$ cat config.mk
export PLATFORM = sky130hd
export DESIGN_NAME = timestamped_sample_playback
export DESIGN_NICKNAME = d
export VERILOG_FILES = /design/src/design/tsp_pkg.sv /design/src/design/timestamped_sample_playback.sv /design/src/design/tsp_ram.sv /design/src/design/tsp_ctrl.sv /design/src/design/tsp_dpath.sv
export SDC_FILE = /design/constraint.sdc
export NUM_CORES = 2
export LEC_CHECK = 0
export ABC_CLOCK_PERIOD_IN_PS = 27900
export BUFFER_PORTS_ARGS = -buffer_cell sky130_fd_sc_hd__buf_2
export CORE_ASPECT_RATIO = 0.8
export CORE_MARGIN = 3
export CORE_UTILIZATION = 55
export DETAILED_ROUTE_END_ITERATION = 6
export GPL_ROUTABILITY_DRIVEN = 0
export PLACE_DENSITY = 0.69
export SETUP_SLACK_MARGIN = 0.05
export SLEW_MARGIN = 20
export SYNTH_ARGS = -nofsm -noshare
export SYNTH_HDL_FRONTEND = slang
export SYNTH_SLANG_ARGS = --single-unit
export TNS_END_PERCENT = 100
$ cat constraint.sdc
create_clock -name i_clk -period 27.9 [get_ports i_clk]
set_input_delay 4.185 -clock i_clk [delete_from_list [all_inputs] [get_ports i_clk]]
set_output_delay 4.185 -clock i_clk [all_outputs]
set_load 0.05 [all_outputs]
$ cat src/design/tsp_pkg.sv
`default_nettype none
// ----------------------------------------------------------------------------
// tsp_pkg: shared types and constants for timestamped sample playback
// operation codes, controller/datapath command and status words, saturation
// ----------------------------------------------------------------------------
package tsp_pkg;

    localparam int HISTORY_DEPTH_DEF = 8;
    localparam int TIME_W            = 32;
    localparam int POS_W             = 32;
    localparam int FRAC_W            = 16;
    localparam int DIV_CNT_W         = 4;
    localparam int SUM_W             = POS_W + 4;

    localparam logic [1:0] OP_PUSH  = 2'd0;
    localparam logic [1:0] OP_SEED  = 2'd1;
    localparam logic [1:0] OP_CLEAR = 2'd2;
    localparam logic [1:0] OP_QUERY = 2'd3;

    // controller to datapath
    typedef struct packed {
        logic load;        // capture input word
        logic ring_upd;    // apply push / seed / clear
        logic walk_init;   // start walk at newest pair
        logic walk_dec;    // step walk one pair older
        logic rd_newer;    // read newer entry of pair (else older)
        logic cap_older;   // capture older entry from ram
        logic cap_newer;   // capture newer entry from ram
        logic setup;       // form elapsed, span, base, deltas
        logic frac_init;   // start fraction (clamp or divide)
        logic div_step;    // one quotient bit
        logic mul_x;       // x product
        logic mul_y;       // x sum, y product
        logic add_y;       // y sum
        logic res_zero;    // zero, invalid result
        logic res_newer;   // newer sample position as result
        logic out_load;    // move result to output register
    } t_cmd;

    // datapath to controller
    typedef struct packed {
        logic [1:0] op;
        logic       few_held;
        logic       walk_more;
        logic       walk_later;
        logic       span_pos;
        logic       need_div;
        logic       div_last;
        logic       out_free;
    } t_sts;

    function automatic logic [POS_W-1:0] sat32(input logic signed [SUM_W-1:0] v);
        logic signed [SUM_W-1:0] max_v;
        logic signed [SUM_W-1:0] min_v;
        max_v = {{(SUM_W-POS_W+1){1'b0}}, {(POS_W-1){1'b1}}};
        min_v = {{(SUM_W-POS_W+1){1'b1}}, {(POS_W-1){1'b0}}};
        if (v > max_v) begin
            return max_v[POS_W-1:0];
        end else if (v < min_v) begin
            return min_v[POS_W-1:0];
        end
        return v[POS_W-1:0];
    endfunction

endpackage
`default_nettype wire

$ cat src/design/timestamped_sample_playback.sv
`default_nettype none
// ----------------------------------------------------------------------------
// timestamped_sample_playback: snapshot interpolation with bounded extrapolation
// push, seed, clear and a query on fewer than two samples go from dispatch
//   straight to the result hand-off; any other query also runs the bracket walk
//   (one pair at a time over the single ram read port) and, where the fraction
//   needs it, the restoring divider
// throughput: one word at a time; the next word is taken as soon as the
//   sequencer is back in idle, while the previous result may still wait
// reset (synchronous, active low) empties the history, clears the sequencer
//   and the output valid; the sample ram itself is not cleared
// ----------------------------------------------------------------------------
module timestamped_sample_playback #(
    parameter int HISTORY_DEPTH = tsp_pkg::HISTORY_DEPTH_DEF
) (
    input  wire logic                               i_clk,
    input  wire logic                               i_rst_n,
    // input word channel
    input  wire logic                               i_in_valid,
    output logic                                    o_in_ready,
    input  wire logic [1:0]                         i_operation,
    input  wire logic [tsp_pkg::TIME_W-1:0]         i_time_ms,
    input  wire logic signed [tsp_pkg::POS_W-1:0]   i_pos_x,
    input  wire logic signed [tsp_pkg::POS_W-1:0]   i_pos_y,
    // result word channel
    output logic                                    o_out_valid,
    input  wire logic                               i_out_ready,
    output logic signed [tsp_pkg::POS_W-1:0]        o_out_x,
    output logic signed [tsp_pkg::POS_W-1:0]        o_out_y,
    output logic                                    o_valid_res
);

    // command and status between sequencer and datapath
    tsp_pkg::t_cmd cmd;
    tsp_pkg::t_sts sts;

    // sequencer: ring update, bracket walk, divide, two multiplies, hand-off
    tsp_ctrl u_ctrl (
        .i_clk      (i_clk),
        .i_rst_n    (i_rst_n),
        .i_in_valid (i_in_valid),
        .o_in_ready (o_in_ready),
        .i_sts      (sts),
        .o_cmd      (cmd)
    );

    // datapath: sample ring in ram, pair registers, divider, multiplier,
    // saturating adders and the output register that decouples the result
    tsp_dpath #(
        .HISTORY_DEPTH (HISTORY_DEPTH)
    ) u_dpath (
        .i_clk       (i_clk),
        .i_rst_n     (i_rst_n),
        .i_cmd       (cmd),
        .o_sts       (sts),
        .i_operation (i_operation),
        .i_time_ms   (i_time_ms),
        .i_pos_x     (i_pos_x),
        .i_pos_y     (i_pos_y),
        .i_out_ready (i_out_ready),
        .o_out_valid (o_out_valid),
        .o_out_x     (o_out_x),
        .o_out_y     (o_out_y),
        .o_valid_res (o_valid_res)
    );

endmodule
`default_nettype wire

$ cat src/design/tsp_ram.sv
`default_nettype none
// ----------------------------------------------------------------------------
// tsp_ram: generic single-write, single-read ram
// one write port, one read port with registered read data
// ----------------------------------------------------------------------------
module tsp_ram #(
    parameter int WIDTH  = 96,
    parameter int DEPTH  = tsp_pkg::HISTORY_DEPTH_DEF,
    parameter int ADDR_W = (DEPTH > 1) ? $clog2(DEPTH) : 1
) (
    input  wire logic              i_clk,
    input  wire logic              i_we,
    input  wire logic [ADDR_W-1:0] i_waddr,
    input  wire logic [WIDTH-1:0]  i_wdata,
    input  wire logic [ADDR_W-1:0] i_raddr,
    output logic      [WIDTH-1:0]  o_rdata
);

    logic [WIDTH-1:0] r_mem [DEPTH];

    always_ff @(posedge i_clk) begin
        if (i_we) begin
            r_mem[i_waddr] <= i_wdata;
        end
        o_rdata <= r_mem[i_raddr];
    end

endmodule
`default_nettype wire

$ cat src/design/tsp_ctrl.sv
`default_nettype none
// ----------------------------------------------------------------------------
// tsp_ctrl: playback sequencer
// steps one word through ring update or query walk, divide and multiply
// ----------------------------------------------------------------------------
module tsp_ctrl (
    input  wire logic          i_clk,
    input  wire logic          i_rst_n,
    input  wire logic          i_in_valid,
    output logic               o_in_ready,
    input  wire tsp_pkg::t_sts i_sts,
    output tsp_pkg::t_cmd      o_cmd
);

    typedef enum logic [3:0] {
        S_IDLE,
        S_DISPATCH,
        S_WALK_RD,
        S_WALK_CHK,
        S_RD_OLD,
        S_RD_NEW,
        S_CAP_NEW,
        S_SETUP,
        S_FRAC,
        S_DIV,
        S_MUL_X,
        S_MUL_Y,
        S_ADD_Y,
        S_FINISH
    } t_state;

    t_state r_state;
    t_state n_state;

    always_ff @(posedge i_clk) begin
        if (!i_rst_n) begin
            r_state <= S_IDLE;
        end else begin
            r_state <= n_state;
        end
    end

    assign o_in_ready = (r_state == S_IDLE);

    always_comb begin
        o_cmd   = '0;
        n_state = r_state;
        case (r_state)
            S_IDLE: begin
                if (i_in_valid) begin
                    o_cmd.load = 1'b1;
                    n_state    = S_DISPATCH;
                end
            end
            S_DISPATCH: begin
                if (i_sts.op != tsp_pkg::OP_QUERY) begin
                    o_cmd.ring_upd = 1'b1;
                    o_cmd.res_zero = 1'b1;
                    n_state        = S_FINISH;
                end else if (i_sts.few_held) begin
                    o_cmd.res_zero = 1'b1;
                    n_state        = S_FINISH;
                end else begin
                    o_cmd.walk_init = 1'b1;
                    n_state         = S_WALK_RD;
                end
            end
            S_WALK_RD: begin
                if (i_sts.walk_more) begin
                    n_state = S_WALK_CHK;
                end else begin
                    n_state = S_RD_OLD;
                end
            end
            S_WALK_CHK: begin
                if (i_sts.walk_later) begin
                    o_cmd.walk_dec = 1'b1;
                    n_state        = S_WALK_RD;
                end else begin
                    n_state = S_RD_OLD;
                end
            end
            S_RD_OLD: begin
                n_state = S_RD_NEW;
            end
            S_RD_NEW: begin
                o_cmd.rd_newer  = 1'b1;
                o_cmd.cap_older = 1'b1;
                n_state         = S_CAP_NEW;
            end
            S_CAP_NEW: begin
                o_cmd.cap_newer = 1'b1;
                n_state         = S_SETUP;
            end
            S_SETUP: begin
                if (i_sts.span_pos) begin
                    o_cmd.setup = 1'b1;
                    n_state     = S_FRAC;
                end else begin
                    o_cmd.res_newer = 1'b1;
                    n_state         = S_FINISH;
                end
            end
            S_FRAC: begin
                o_cmd.frac_init = 1'b1;
                if (i_sts.need_div) begin
                    n_state = S_DIV;
                end else begin
                    n_state = S_MUL_X;
                end
            end
            S_DIV: begin
                o_cmd.div_step = 1'b1;
                if (i_sts.div_last) begin
                    n_state = S_MUL_X;
                end
            end
            S_MUL_X: begin
                o_cmd.mul_x = 1'b1;
                n_state     = S_MUL_Y;
            end
            S_MUL_Y: begin
                o_cmd.mul_y = 1'b1;
                n_state     = S_ADD_Y;
            end
            S_ADD_Y: begin
                o_cmd.add_y = 1'b1;
                n_state     = S_FINISH;
            end
            S_FINISH: begin
                if (i_sts.out_free) begin
                    o_cmd.out_load = 1'b1;
                    n_state        = S_IDLE;
                end
            end
            default: begin
                n_state = S_IDLE;
            end
        endcase
    end

endmodule
`default_nettype wire

$ cat src/design/tsp_dpath.sv
`default_nettype none
// ----------------------------------------------------------------------------
// tsp_dpath: playback datapath
// sample ring, bracket walk, restoring divider, shared multiplier, output reg
// ----------------------------------------------------------------------------
module tsp_dpath #(
    parameter int HISTORY_DEPTH = tsp_pkg::HISTORY_DEPTH_DEF
) (
    input  wire logic                        i_clk,
    input  wire logic                        i_rst_n,
    input  wire tsp_pkg::t_cmd               i_cmd,
    output tsp_pkg::t_sts                    o_sts,
    input  wire logic [1:0]                  i_operation,
    input  wire logic [tsp_pkg::TIME_W-1:0]  i_time_ms,
    input  wire logic signed [tsp_pkg::POS_W-1:0] i_pos_x,
    input  wire logic signed [tsp_pkg::POS_W-1:0] i_pos_y,
    input  wire logic                        i_out_ready,
    output logic                             o_out_valid,
    output logic signed [tsp_pkg::POS_W-1:0] o_out_x,
    output logic signed [tsp_pkg::POS_W-1:0] o_out_y,
    output logic                             o_valid_res
);

    localparam int TW      = tsp_pkg::TIME_W;
    localparam int PW      = tsp_pkg::POS_W;
    localparam int FW      = tsp_pkg::FRAC_W;
    localparam int SW      = tsp_pkg::SUM_W;
    localparam int ENTRY_W = TW + 2 * PW;
    localparam int SLOT_W  = (HISTORY_DEPTH > 1) ? $clog2(HISTORY_DEPTH) : 1;
    localparam int CNT_W   = $clog2(HISTORY_DEPTH + 1);
    localparam int AGE_SUM_W = CNT_W + 1;
    localparam int DW      = PW + 1;           // position delta
    localparam int PROD_W  = DW + FW + 2;      // delta times non-negative fraction
    localparam logic [AGE_SUM_W-1:0] DEPTH_EXT = AGE_SUM_W'(HISTORY_DEPTH);
    localparam logic [CNT_W-1:0]     DEPTH_CNT = CNT_W'(HISTORY_DEPTH);
    localparam logic [SLOT_W-1:0]    LAST_SLOT = SLOT_W'(HISTORY_DEPTH - 1);
    localparam logic [FW:0]          FRAC_ONE  = {1'b1, {FW{1'b0}}};

    function automatic logic [SLOT_W-1:0] slot_of(input logic [SLOT_W-1:0] oldest,
                                                 input logic [CNT_W-1:0] age);
        logic [AGE_SUM_W-1:0] sum;
        sum = AGE_SUM_W'(oldest) + AGE_SUM_W'(age);
        if (sum >= DEPTH_EXT) begin
            sum = sum - DEPTH_EXT;
        end
        return sum[SLOT_W-1:0];
    endfunction

    // input word
    logic [1:0]           r_op;
    logic [TW-1:0]        r_t;
    logic signed [PW-1:0] r_px;
    logic signed [PW-1:0] r_py;

    // ring control
    logic [CNT_W-1:0]  r_held;
    logic [CNT_W-1:0]  n_held;
    logic [SLOT_W-1:0] r_oldest;
    logic [SLOT_W-1:0] n_oldest;
    logic [SLOT_W-1:0] wr_slot;
    logic              ram_we;

    // walk and bracketing pair
    logic [CNT_W-1:0]     r_b;
    logic [CNT_W-1:0]     rd_age;
    logic [SLOT_W-1:0]    rd_slot;
    logic [ENTRY_W-1:0]   ram_rdata;
    logic [TW-1:0]        rd_time;
    logic [TW-1:0]        r_tb;
    logic [TW-1:0]        r_ta;
    logic signed [PW-1:0] r_xb;
    logic signed [PW-1:0] r_yb;
    logic signed [PW-1:0] r_xa;
    logic signed [PW-1:0] r_ya;

    // blend
    logic                 past;
    logic                 before_pair;
    logic [TW-1:0]        r_num;
    logic [TW-1:0]        r_span;
    logic                 r_frac_zero;
    logic signed [PW-1:0] r_base_x;
    logic signed [PW-1:0] r_base_y;
    logic signed [DW-1:0] r_dx;
    logic signed [DW-1:0] r_dy;
    logic [FW:0]          r_frac;
    logic [TW-1:0]        r_rem;
    logic [tsp_pkg::DIV_CNT_W-1:0] r_cnt;
    logic [TW:0]          rem2;
    logic signed [DW-1:0]   mul_a;
    logic signed [PROD_W-1:0] mul_p;
    logic signed [PROD_W-1:0] r_prod;
    logic signed [SW-1:0]   blend_sum_x;
    logic signed [SW-1:0]   blend_sum_y;

    // result and output
    logic [PW-1:0] r_res_x;
    logic [PW-1:0] r_res_y;
    logic          r_res_v;
    logic          r_out_valid;

    // ring update
    always_comb begin
        n_held   = r_held;
        n_oldest = r_oldest;
        wr_slot  = '0;
        ram_we   = 1'b0;
        case (r_op)
            tsp_pkg::OP_PUSH: begin
                ram_we = 1'b1;
                if (r_held >= DEPTH_CNT) begin
                    wr_slot  = r_oldest;
                    n_oldest = (r_oldest == LAST_SLOT) ? '0 : r_oldest + 1'b1;
                end else begin
                    wr_slot = slot_of(r_oldest, r_held);
                    n_held  = r_held + 1'b1;
                end
            end
            tsp_pkg::OP_SEED: begin
                ram_we   = 1'b1;
                wr_slot  = '0;
                n_held   = CNT_W'(1);
                n_oldest = '0;
            end
            tsp_pkg::OP_CLEAR: begin
                n_held   = '0;
                n_oldest = '0;
            end
            default: begin
                ram_we = 1'b0;
            end
        endcase
    end

    assign rd_age  = i_cmd.rd_newer ? r_b : r_b - 1'b1;
    assign rd_slot = slot_of(r_oldest, rd_age);

    tsp_ram #(
        .WIDTH (ENTRY_W),
        .DEPTH (HISTORY_DEPTH)
    ) u_ram (
        .i_clk   (i_clk),
        .i_we    (ram_we && i_cmd.ring_upd),
        .i_waddr (wr_slot),
        .i_wdata ({r_t, r_px, r_py}),
        .i_raddr (rd_slot),
        .o_rdata (ram_rdata)
    );

    assign rd_time     = ram_rdata[ENTRY_W-1 -: TW];
    assign past        = (r_ta <= r_t);
    assign before_pair = (r_t <= r_tb);
    assign rem2        = {r_rem, 1'b0};
    assign mul_a       = i_cmd.mul_y ? r_dy : r_dx;
    assign mul_p       = PROD_W'(mul_a) * signed'(PROD_W'({1'b0, r_frac}));
    assign blend_sum_x = SW'(r_base_x) + SW'($signed(r_prod[PROD_W-1:FW]));
    assign blend_sum_y = SW'(r_base_y) + SW'($signed(r_prod[PROD_W-1:FW]));

    always_comb begin
        o_sts            = '0;
        o_sts.op         = r_op;
        o_sts.few_held   = (r_held < CNT_W'(2));
        o_sts.walk_more  = (r_b > CNT_W'(1));
        o_sts.walk_later = (rd_time > r_t);
        o_sts.span_pos   = (r_ta > r_tb);
        o_sts.need_div   = !r_frac_zero && (r_num < r_span);
        o_sts.div_last   = (r_cnt == {tsp_pkg::DIV_CNT_W{1'b1}});
        o_sts.out_free   = !r_out_valid || i_out_ready;
    end

    // control state
    always_ff @(posedge i_clk) begin
        if (!i_rst_n) begin
            r_held      <= '0;
            r_oldest    <= '0;
            r_out_valid <= 1'b0;
        end else begin
            if (i_cmd.ring_upd) begin
                r_held   <= n_held;
                r_oldest <= n_oldest;
            end
            if (i_cmd.out_load) begin
                r_out_valid <= 1'b1;
            end else if (i_out_ready) begin
                r_out_valid <= 1'b0;
            end
        end
    end

    // payload
    always_ff @(posedge i_clk) begin
        if (i_cmd.load) begin
            r_op <= i_operation;
            r_t  <= i_time_ms;
            r_px <= i_pos_x;
            r_py <= i_pos_y;
        end
        if (i_cmd.walk_init) begin
            r_b <= r_held - 1'b1;
        end else if (i_cmd.walk_dec) begin
            r_b <= r_b - 1'b1;
        end
        if (i_cmd.cap_older) begin
            {r_tb, r_xb, r_yb} <= ram_rdata;
        end
        if (i_cmd.cap_newer) begin
            {r_ta, r_xa, r_ya} <= ram_rdata;
        end
        if (i_cmd.setup) begin
            r_num       <= past ? r_t - r_ta : r_t - r_tb;
            r_span      <= r_ta - r_tb;
            r_frac_zero <= !past && before_pair;
            r_base_x    <= past ? r_xa : r_xb;
            r_base_y    <= past ? r_ya : r_yb;
            r_dx        <= DW'(r_xa) - DW'(r_xb);
            r_dy        <= DW'(r_ya) - DW'(r_yb);
        end
        if (i_cmd.frac_init) begin
            r_rem <= r_num;
            r_cnt <= '0;
            if (r_frac_zero || r_num < r_span) begin
                r_frac <= '0;
            end else begin
                r_frac <= FRAC_ONE;
            end
        end else if (i_cmd.div_step) begin
            r_cnt <= r_cnt + 1'b1;
            if (rem2 >= {1'b0, r_span}) begin
                r_rem  <= TW'(rem2 - {1'b0, r_span});
                r_frac <= {r_frac[FW-1:0], 1'b1};
            end else begin
                r_rem  <= rem2[TW-1:0];
                r_frac <= {r_frac[FW-1:0], 1'b0};
            end
        end
        if (i_cmd.mul_x || i_cmd.mul_y) begin
            r_prod <= mul_p;
        end
        if (i_cmd.res_zero) begin
            r_res_x <= '0;
            r_res_y <= '0;
            r_res_v <= 1'b0;
        end else if (i_cmd.res_newer) begin
            r_res_x <= r_xa;
            r_res_y <= r_ya;
            r_res_v <= 1'b1;
        end else begin
            if (i_cmd.mul_y) begin
                r_res_x <= tsp_pkg::sat32(blend_sum_x);
            end
            if (i_cmd.add_y) begin
                r_res_y <= tsp_pkg::sat32(blend_sum_y);
                r_res_v <= 1'b1;
            end
        end
        if (i_cmd.out_load) begin
            o_out_x     <= r_res_x;
            o_out_y     <= r_res_y;
            o_valid_res <= r_res_v;
        end
    end

    assign o_out_valid = r_out_valid;

endmodule
`default_nettype wire
**Word-level counts from Yosys, hierarchy flattened**

Memories as Yosys holds them, arrays and structs flattened. A register that Yosys moved wholly into a read port is not among the register bits.
Index checks and enable logic that the tools add are counted.

- Memories kept: 1
- Output and inout bits: 67
- Logic and storage cells: 196
- Memory bits (writable): 768
- Flip-flop bits (word level): 735

- Magnitude comparators: 15
- Equality and inequality tests: 23
- Reduce and logical (&&, ||, !) cells: 23
- Muxes and demuxes: 84
- Multiply operators: 1
- Add/subtract/negate cells: 17

Memory list:

| memory | words | bits a word | rd ports | clocked after Yosys merged registers in | write ports | line | text |
|---|---|---|---|---|---|---|---|
| u_dpath.u_ram.r_mem | 8 | 96 | 1 | 1 | 1 | tsp_ram.sv:19 | `logic [WIDTH-1:0] r_mem [DEPTH];` |

Operator list:

| cell | count |
|---|---|
| $mux W32 | 16 |
| $sub A32 B32 Y32 | 4 |
| $add A32 B35 Y36 | 2 |
| $gt A36 B32 Y1 const B | 2 |
| $lt A36 B32 Y1 const B | 2 |
| $sub A32 B32 Y33 | 2 |
| $gt A32 B32 Y1 | 2 |
| $le A32 B32 Y1 | 2 |
| $pmux W4 S14 | 1 |
| $mul A33 B18 Y51 | 1 |
| $mux W17 | 3 |
| $mux W1 | 40 |
| $mux W4 | 9 |
| $ge A33 B32 Y1 | 1 |
| $mux W33 | 1 |
| $lt A32 B32 Y1 | 1 |
| $eq A4 B4 Y1 const B | 7 |
| $mux W3 | 9 |
| $eq A4 B3 Y1 const B | 4 |
| $pmux W4 S3 | 1 |
| $reduce_bool A2 Y1 | 6 |
| $add A3 B4 Y5 | 2 |
| $ge A5 B4 Y1 const B | 2 |
| $ne A2 B2 Y1 const B | 5 |
| other kinds (23) | 38 |

**Longest topological paths before layout**

- Depth after elaboration: 10
- Mapped depth: 32

**By module**

A second synthesis with hierarchy kept.

- Cells, all modules: 6850
- Area, all modules: 90011.3 sq um

By module, submodules not included:

| module | area an instance (sq um) | cells each | instances | seq. area each (sq um) |
|---|---|---|---|---|
| tsp_dpath | 58695.0 | 5561 | 1 | 20699.9 |
| tsp_ram | 30805.8 | 1219 | 1 | 24984.0 |
| tsp_ctrl | 510.5 | 70 | 1 | 80.1 |

**Worst setup path after synthesis**

No wires, ideal clock.

- Path type: register to register
- Start point: register u_dpath.r_tb[0]
- End point: register u_dpath.r_base_x[0] (enable)
- Period minus slack after synthesis: 12.275 ns
- Stages on the path, launching flop included: 11
- Data required time: 27.085 ns
- Data arrival time: 11.460 ns
- Setup slack: 15.625 ns
- Library setup time: 0.815 ns
- Path through: edfxtp_1 ha_1 fa_1 nor2b_1 o211ai_1 a21boi_0 o21a_1 o21a_1 o21ai_0 a21bo_2 a21oi_1

RTL lines:

| element | line | text |
|---|---|---|
| start: declaration | tsp_dpath.sv:69 | `logic [TW-1:0] r_tb;` |
| start signal: assignment | tsp_dpath.sv:204 | `{r_tb, r_xb, r_yb} <= ram_rdata;` |
| end signal: assignment | tsp_dpath.sv:213 | `r_base_x <= past ? r_xa : r_xb;` |
| end: declaration | tsp_dpath.sv:82 | `logic signed [PW-1:0] r_base_x;` |

**Final worst setup path**

- Start point: register u_ctrl.r_state[0]
- End point: register u_dpath.r_prod[50] (data pin)

- Cells in the longest elaborated chain, start to end: 4

RTL lines:

| element | line | text |
|---|---|---|
| start: declaration | tsp_ctrl.sv:32 | `t_state r_state;` |
| start signal: assignment | tsp_ctrl.sv:39 | `r_state <= n_state;` |
| $eq A4 B4 Y1 | tsp_ctrl.sv:48 | `case (r_state)` |
| $mux W1 | tsp_ctrl.sv:48 |  |
| $mux W33 | tsp_dpath.sv:154 | `assign mul_a = i_cmd.mul_y ? r_dy : r_dx;` |
| $mul A33 B18 Y51 | tsp_dpath.sv:155 | `assign mul_p = PROD_W'(mul_a) * signed'(PROD_W'({1'b0, r_frac}));` |
| via u_dpath.mul_p[50] | tsp_dpath.sv:91 | `logic signed [PROD_W-1:0] mul_p;` |
| end signal: assignment | tsp_dpath.sv:237 | `r_prod <= mul_p;` |
| end: declaration | tsp_dpath.sv:92 | `logic signed [PROD_W-1:0] r_prod;` |

The timed path passes the listed nets, and every way through them passes these cells.
A chain may end at the register's enable or synchronous reset.

==> metrics.log <==
INFO  metric nNetsFinal = slightly above 8000
INFO  metric tightestPinTransition = around 1.1 ns
INFO  metric synth-edff-count = about 1400
INFO  metric clock_latency = approximately 0.80 ns
INFO  metric cts.root.buffer_cell = sky130_fd_sc_hd__clkbuf_16
INFO  metric grt_overflow_total = 0
INFO  metric floorplan.die_area = ~170000 sq um
INFO  metric cts_sinks = between 1500 and 2000
INFO  metric min_period_over_period = between 30% and 40%
INFO  metric io-pin-count = 169
INFO  metric reg_to_reg_startpoint = u_ctrl.r_state[0]
INFO  metric worst-setup-path-type = flip-flop to flip-flop
INFO  metric synthFlopType = sky130_fd_sc_hd__edfxtp_1
INFO  metric clock_tree.buffer_depth = 3
INFO  metric number_of_global_route_vias_before_repair = about 55000
INFO  metric floorplan.initialDensity = between 50% and 60%
INFO  metric slowest_cell_on_the_critical_path = sky130_fd_sc_hd__a2111oi_1
INFO  metric tritoncts.num_buffers = around 160
INFO  metric globalRouteTotalUtil = 26.5%
INFO  metric flow.area_growth_from_synthesis = 9.65%
INFO  metric critPathMaxStageDelay = ~0.85 ns
INFO  metric max-cap-violations = 0
INFO  metric cts.htree.levels = 4
INFO  metric r2r_cells = 28
INFO  metric die-width = around 460 um
INFO  metric dr.pass1.iters = 6
INFO  metric slew_headroom = between 20% and 30%
INFO  metric outcome = complete, no violations
INFO  metric post-route-min-period = 9.46 ns
INFO  metric placement_rows = 131
INFO  metric clkTransAtPathRegs = ~0.06 ns
INFO  metric hold_path_startpoint = u_dpath.r_res_x[19]
INFO  metric setup.worst_path.end = u_dpath.r_prod[50]
INFO  metric setup.reg_to_reg.worst_slack = 18.44 ns
INFO  metric timing.final.setup_violations = 0
INFO  metric cts_tree = done
INFO  metric ys_ff_latch = about 1600
INFO  metric post_cts_resized = 0
INFO  metric synth_warnings = 0
INFO  metric io_buffers = about 170
INFO  metric min-delay-path-class = flip-flop to flip-flop
INFO  metric routed_wl = 221 mm
INFO  metric cp-end-kind = flip-flop
INFO  metric cts.hold.buffers_added = 0
INFO  metric critical_path.startpoint = u_ctrl.r_state[0]
INFO  metric drt_initial_violations = 5696
INFO  metric ant_nets = 0
INFO  metric pin_count_of_the_biggest_net_entering_global_routing = 175
INFO  metric postCtsSetupRepairBufs = 0
INFO  metric avgRoutedWirePerCell = around 24 um
INFO  metric synth.net_count = 8032
INFO  metric viasPerCell = roughly 5.9
INFO  metric whs_path_depth = 0
INFO  metric ys_types = approximately 100
INFO  metric cp-start-kind = flip-flop
INFO  metric mappedNetlistArea = 89600 sq um
INFO  metric regToRegEndpoint = u_dpath.r_prod[50]
INFO  metric global_route_wire_length_before_repair = ~340 mm
INFO  metric synth-seq-area-share = between 50 and 60%
INFO  metric dp_hpwl = approximately 160 mm
INFO  metric cp_data_arrival_time = 10.00 ns
INFO  metric drc_errors = 0
INFO  metric core-area = 161000 sq um
INFO  metric detailroute.via_count = between 50000 and 60000
INFO  metric critPathRequiredTime = around 28 ns
INFO  metric layout.filler_cells = 12241
INFO  metric critical_path.most_common_cell = sky130_fd_sc_hd__fa_1
INFO  metric critPathMaxFanout = 32
INFO  metric ys_async_sr_fraction = 0%
INFO  metric grt_setup_unrepaired = no
INFO  metric syn_inst = 6932
INFO  metric grt_antenna_before_repair = 10
INFO  metric final_hold_viol_count = 0
INFO  metric final_layout_size_suffix_gt1_share = 12.5%
INFO  metric chipHeight = around 370 um
INFO  metric post_route_clock_skew = ~0.036 ns
INFO  metric tns = 0 ns
INFO  metric report.final.slew_viol_count = 0
INFO  metric maxClockFrequency = 106 MHz
INFO  metric syn_avg_cell_area = around 13 sq um
## how the worst min path moves through the flow
stage                                     end  slack (ns)
after floorplan           u_dpath.o_out_x[10]        0.40
after global placement    u_dpath.o_out_x[23]        0.41
after detailed placement  u_dpath.o_out_x[23]        0.41
after CTS                  u_dpath.o_out_y[0]        0.42
after global routing       u_dpath.o_out_y[0]        0.43
final                     u_dpath.o_out_x[19]        0.42
## cells by family (layout without fill, tap and decap cells)
kind of cell               after synthesis  after routing  synth area share (%)
AOI/OAI and AO/OA                     1026           1026                  7.51
xor gates and xnor gates               264            264                  2.60
adders and majority gates              998            998                  18.5
buffers and inverters                 1092           1391                  4.64
DFF                                   1583           1583                  51.1
muxes                                  390            390                  7.26
other                                    0              4                     0
and+or+nand+nor                       1579           1579                  8.46
## layer usage
| layer | GRT usage (%) | wire length, um | part of all wire [%] | vias up |
|---|---|---|---|---|
| li1 | - | - | - | 24765 |
| met4 | 7.31 | 5840 | 2.6 | 0 |
| met5 | 0 | 0 | 0 | - |
| met1 | 41.6 | 100000 | 45 | 27702 |
| met3 | 4.84 | 20700 | 9.4 | 333 |
| met2 | 38.1 | 94500 | 43 | 2546 |
## placed cells by master, fill, tap and decap left out, types with 31 or more instances in the layout
cell type,instances
sky130_fd_sc_hd__o21ai_0,208
sky130_fd_sc_hd__fa_1,543
sky130_fd_sc_hd__nor2b_1,60
sky130_fd_sc_hd__edfxtp_1,1406
sky130_fd_sc_hd__a21oi_1,315
sky130_fd_sc_hd__mux2_2,161
sky130_fd_sc_hd__clkbuf_16,165
sky130_fd_sc_hd__and2_1,271
sky130_fd_sc_hd__o21bai_1,31
sky130_fd_sc_hd__inv_1,851
sky130_fd_sc_hd__nand2_1,623
sky130_fd_sc_hd__clkbuf_1,40
sky130_fd_sc_hd__nand2b_1,54
sky130_fd_sc_hd__xnor2_1,179
sky130_fd_sc_hd__nand4_1,48
sky130_fd_sc_hd__o21a_1,57
sky130_fd_sc_hd__buf_2,168
sky130_fd_sc_hd__mux4_2,192
sky130_fd_sc_hd__nor2_1,247
sky130_fd_sc_hd__o211ai_1,35
sky130_fd_sc_hd__nor3_1,85
sky130_fd_sc_hd__nand3_1,65
sky130_fd_sc_hd__dfxtp_1,177
sky130_fd_sc_hd__xor2_1,82
sky130_fd_sc_hd__buf_4,63
sky130_fd_sc_hd__ha_1,453
sky130_fd_sc_hd__a21o_1,130
sky130_fd_sc_hd__mux2i_1,36
## state kept, by name, summed over array words and instances, names as in the netlist, 17 cells and up
name and count:
u_dpath.o_out_x 32, u_dpath.o_out_y 32, u_dpath.r_base_x 32, u_dpath.r_base_y 32
u_dpath.r_dx 33, u_dpath.r_dy 33, u_dpath.r_frac 17, u_dpath.r_num 32
u_dpath.r_prod 35, u_dpath.r_px 32, u_dpath.r_py 32, u_dpath.r_rem 32
u_dpath.r_res_x 32, u_dpath.r_res_y 32, u_dpath.r_span 32, u_dpath.r_t 32
u_dpath.r_ta 32, u_dpath.r_tb 32, u_dpath.r_xa 32, u_dpath.r_xb 32
u_dpath.r_ya 32, u_dpath.r_yb 32, u_dpath.u_ram.o_rdata 96, u_dpath.u_ram.r_mem 768
## synthesized netlist by cell type (17+ instances only)
| cell | n | area [sq um] |
|---|---|---|
| sky130_fd_sc_hd__a211oi_1 | 26 | 195 |
| sky130_fd_sc_hd__a21o_1 | 131 | 983 |
| sky130_fd_sc_hd__a21oi_1 | 317 | 1590 |
| sky130_fd_sc_hd__a22o_1 | 22 | 193 |
| sky130_fd_sc_hd__a31oi_1 | 30 | 188 |
| sky130_fd_sc_hd__and2_1 | 272 | 1700 |
| sky130_fd_sc_hd__and3_1 | 26 | 163 |
| sky130_fd_sc_hd__buf_1 | 24 | 90.1 |
| sky130_fd_sc_hd__buf_2 | 17 | 85.1 |
| sky130_fd_sc_hd__clkbuf_1 | 191 | 717 |
| sky130_fd_sc_hd__dfxtp_1 | 177 | 3540 |
| sky130_fd_sc_hd__edfxtp_1 | 1406 | 42200 |
| sky130_fd_sc_hd__fa_1 | 544 | 10900 |
| sky130_fd_sc_hd__ha_1 | 454 | 5680 |
| sky130_fd_sc_hd__inv_1 | 853 | 3200 |
| sky130_fd_sc_hd__mux2_2 | 161 | 1810 |
| sky130_fd_sc_hd__mux2i_1 | 36 | 360 |
| sky130_fd_sc_hd__mux4_2 | 192 | 4320 |
| sky130_fd_sc_hd__nand2_1 | 624 | 2340 |
| sky130_fd_sc_hd__nand2b_1 | 54 | 338 |
| sky130_fd_sc_hd__nand3_1 | 66 | 330 |
| sky130_fd_sc_hd__nand4_1 | 48 | 300 |
| sky130_fd_sc_hd__nor2_1 | 256 | 961 |
| sky130_fd_sc_hd__nor2b_1 | 60 | 375 |
| sky130_fd_sc_hd__nor3_1 | 86 | 430 |
| sky130_fd_sc_hd__nor4_1 | 30 | 188 |
| sky130_fd_sc_hd__o211ai_1 | 35 | 263 |
| sky130_fd_sc_hd__o21a_1 | 57 | 428 |
| sky130_fd_sc_hd__o21ai_0 | 208 | 1040 |
| sky130_fd_sc_hd__o21bai_1 | 31 | 233 |
| sky130_fd_sc_hd__xnor2_1 | 180 | 1580 |
| sky130_fd_sc_hd__xor2_1 | 82 | 718 |
## worst max-delay path: cells and delay by family (launching register included)
kind,cells,cell delay (ns)
buffers and inverters,6,0.67
AOI/OAI and AO/OA,8,2.65
xor gates and xnor gates,1,0.14
and+or+nand+nor,6,1.75
adders and majority gates,7,3.33
DFF,1,0.64
## per-stage QoR
| step | setup slack, ns | hold WS [ns] | instances | cell area (sq um) | utilization (%) |
|---|---|---|---|---|---|
| after floorplan | 15.63 | 0.400 | 6932 | 89600 | - |
| after global placement | 18.67 | 0.407 | 9054 | 92900 | 57.8 |
| after detailed placement | 18.59 | 0.410 | 9056 | 92900 | 57.8 |
| after CTS | 18.56 | 0.419 | 9357 | 98200 | 61.2 |
| after global routing | 17.90 | 0.430 | 9362 | 98300 | 61.2 |
| final | 18.44 | 0.421 | 9363 | 98300 | 61.2 |
## layout make-up
cell class | instances | area (sq um) | area share (%)
Antenna cell | 4 | 10.0 | 0.0102
Clock buffer | 214 | 4400 | 4.48
Clock inverter | 87 | 925 | 0.941
Inverter | 853 | 3200 | 3.26
Multi-Input combinational cell | 4257 | 39900 | 40.6
Sequential cell | 1583 | 45800 | 46.6
Tap cell | 2128 | 2660 | 2.71
Timing Repair Buffer | 237 | 1430 | 1.45
Power is not shown: default switching activity piles up to over one toggle a cycle in this logic, so the estimate is an artifact.
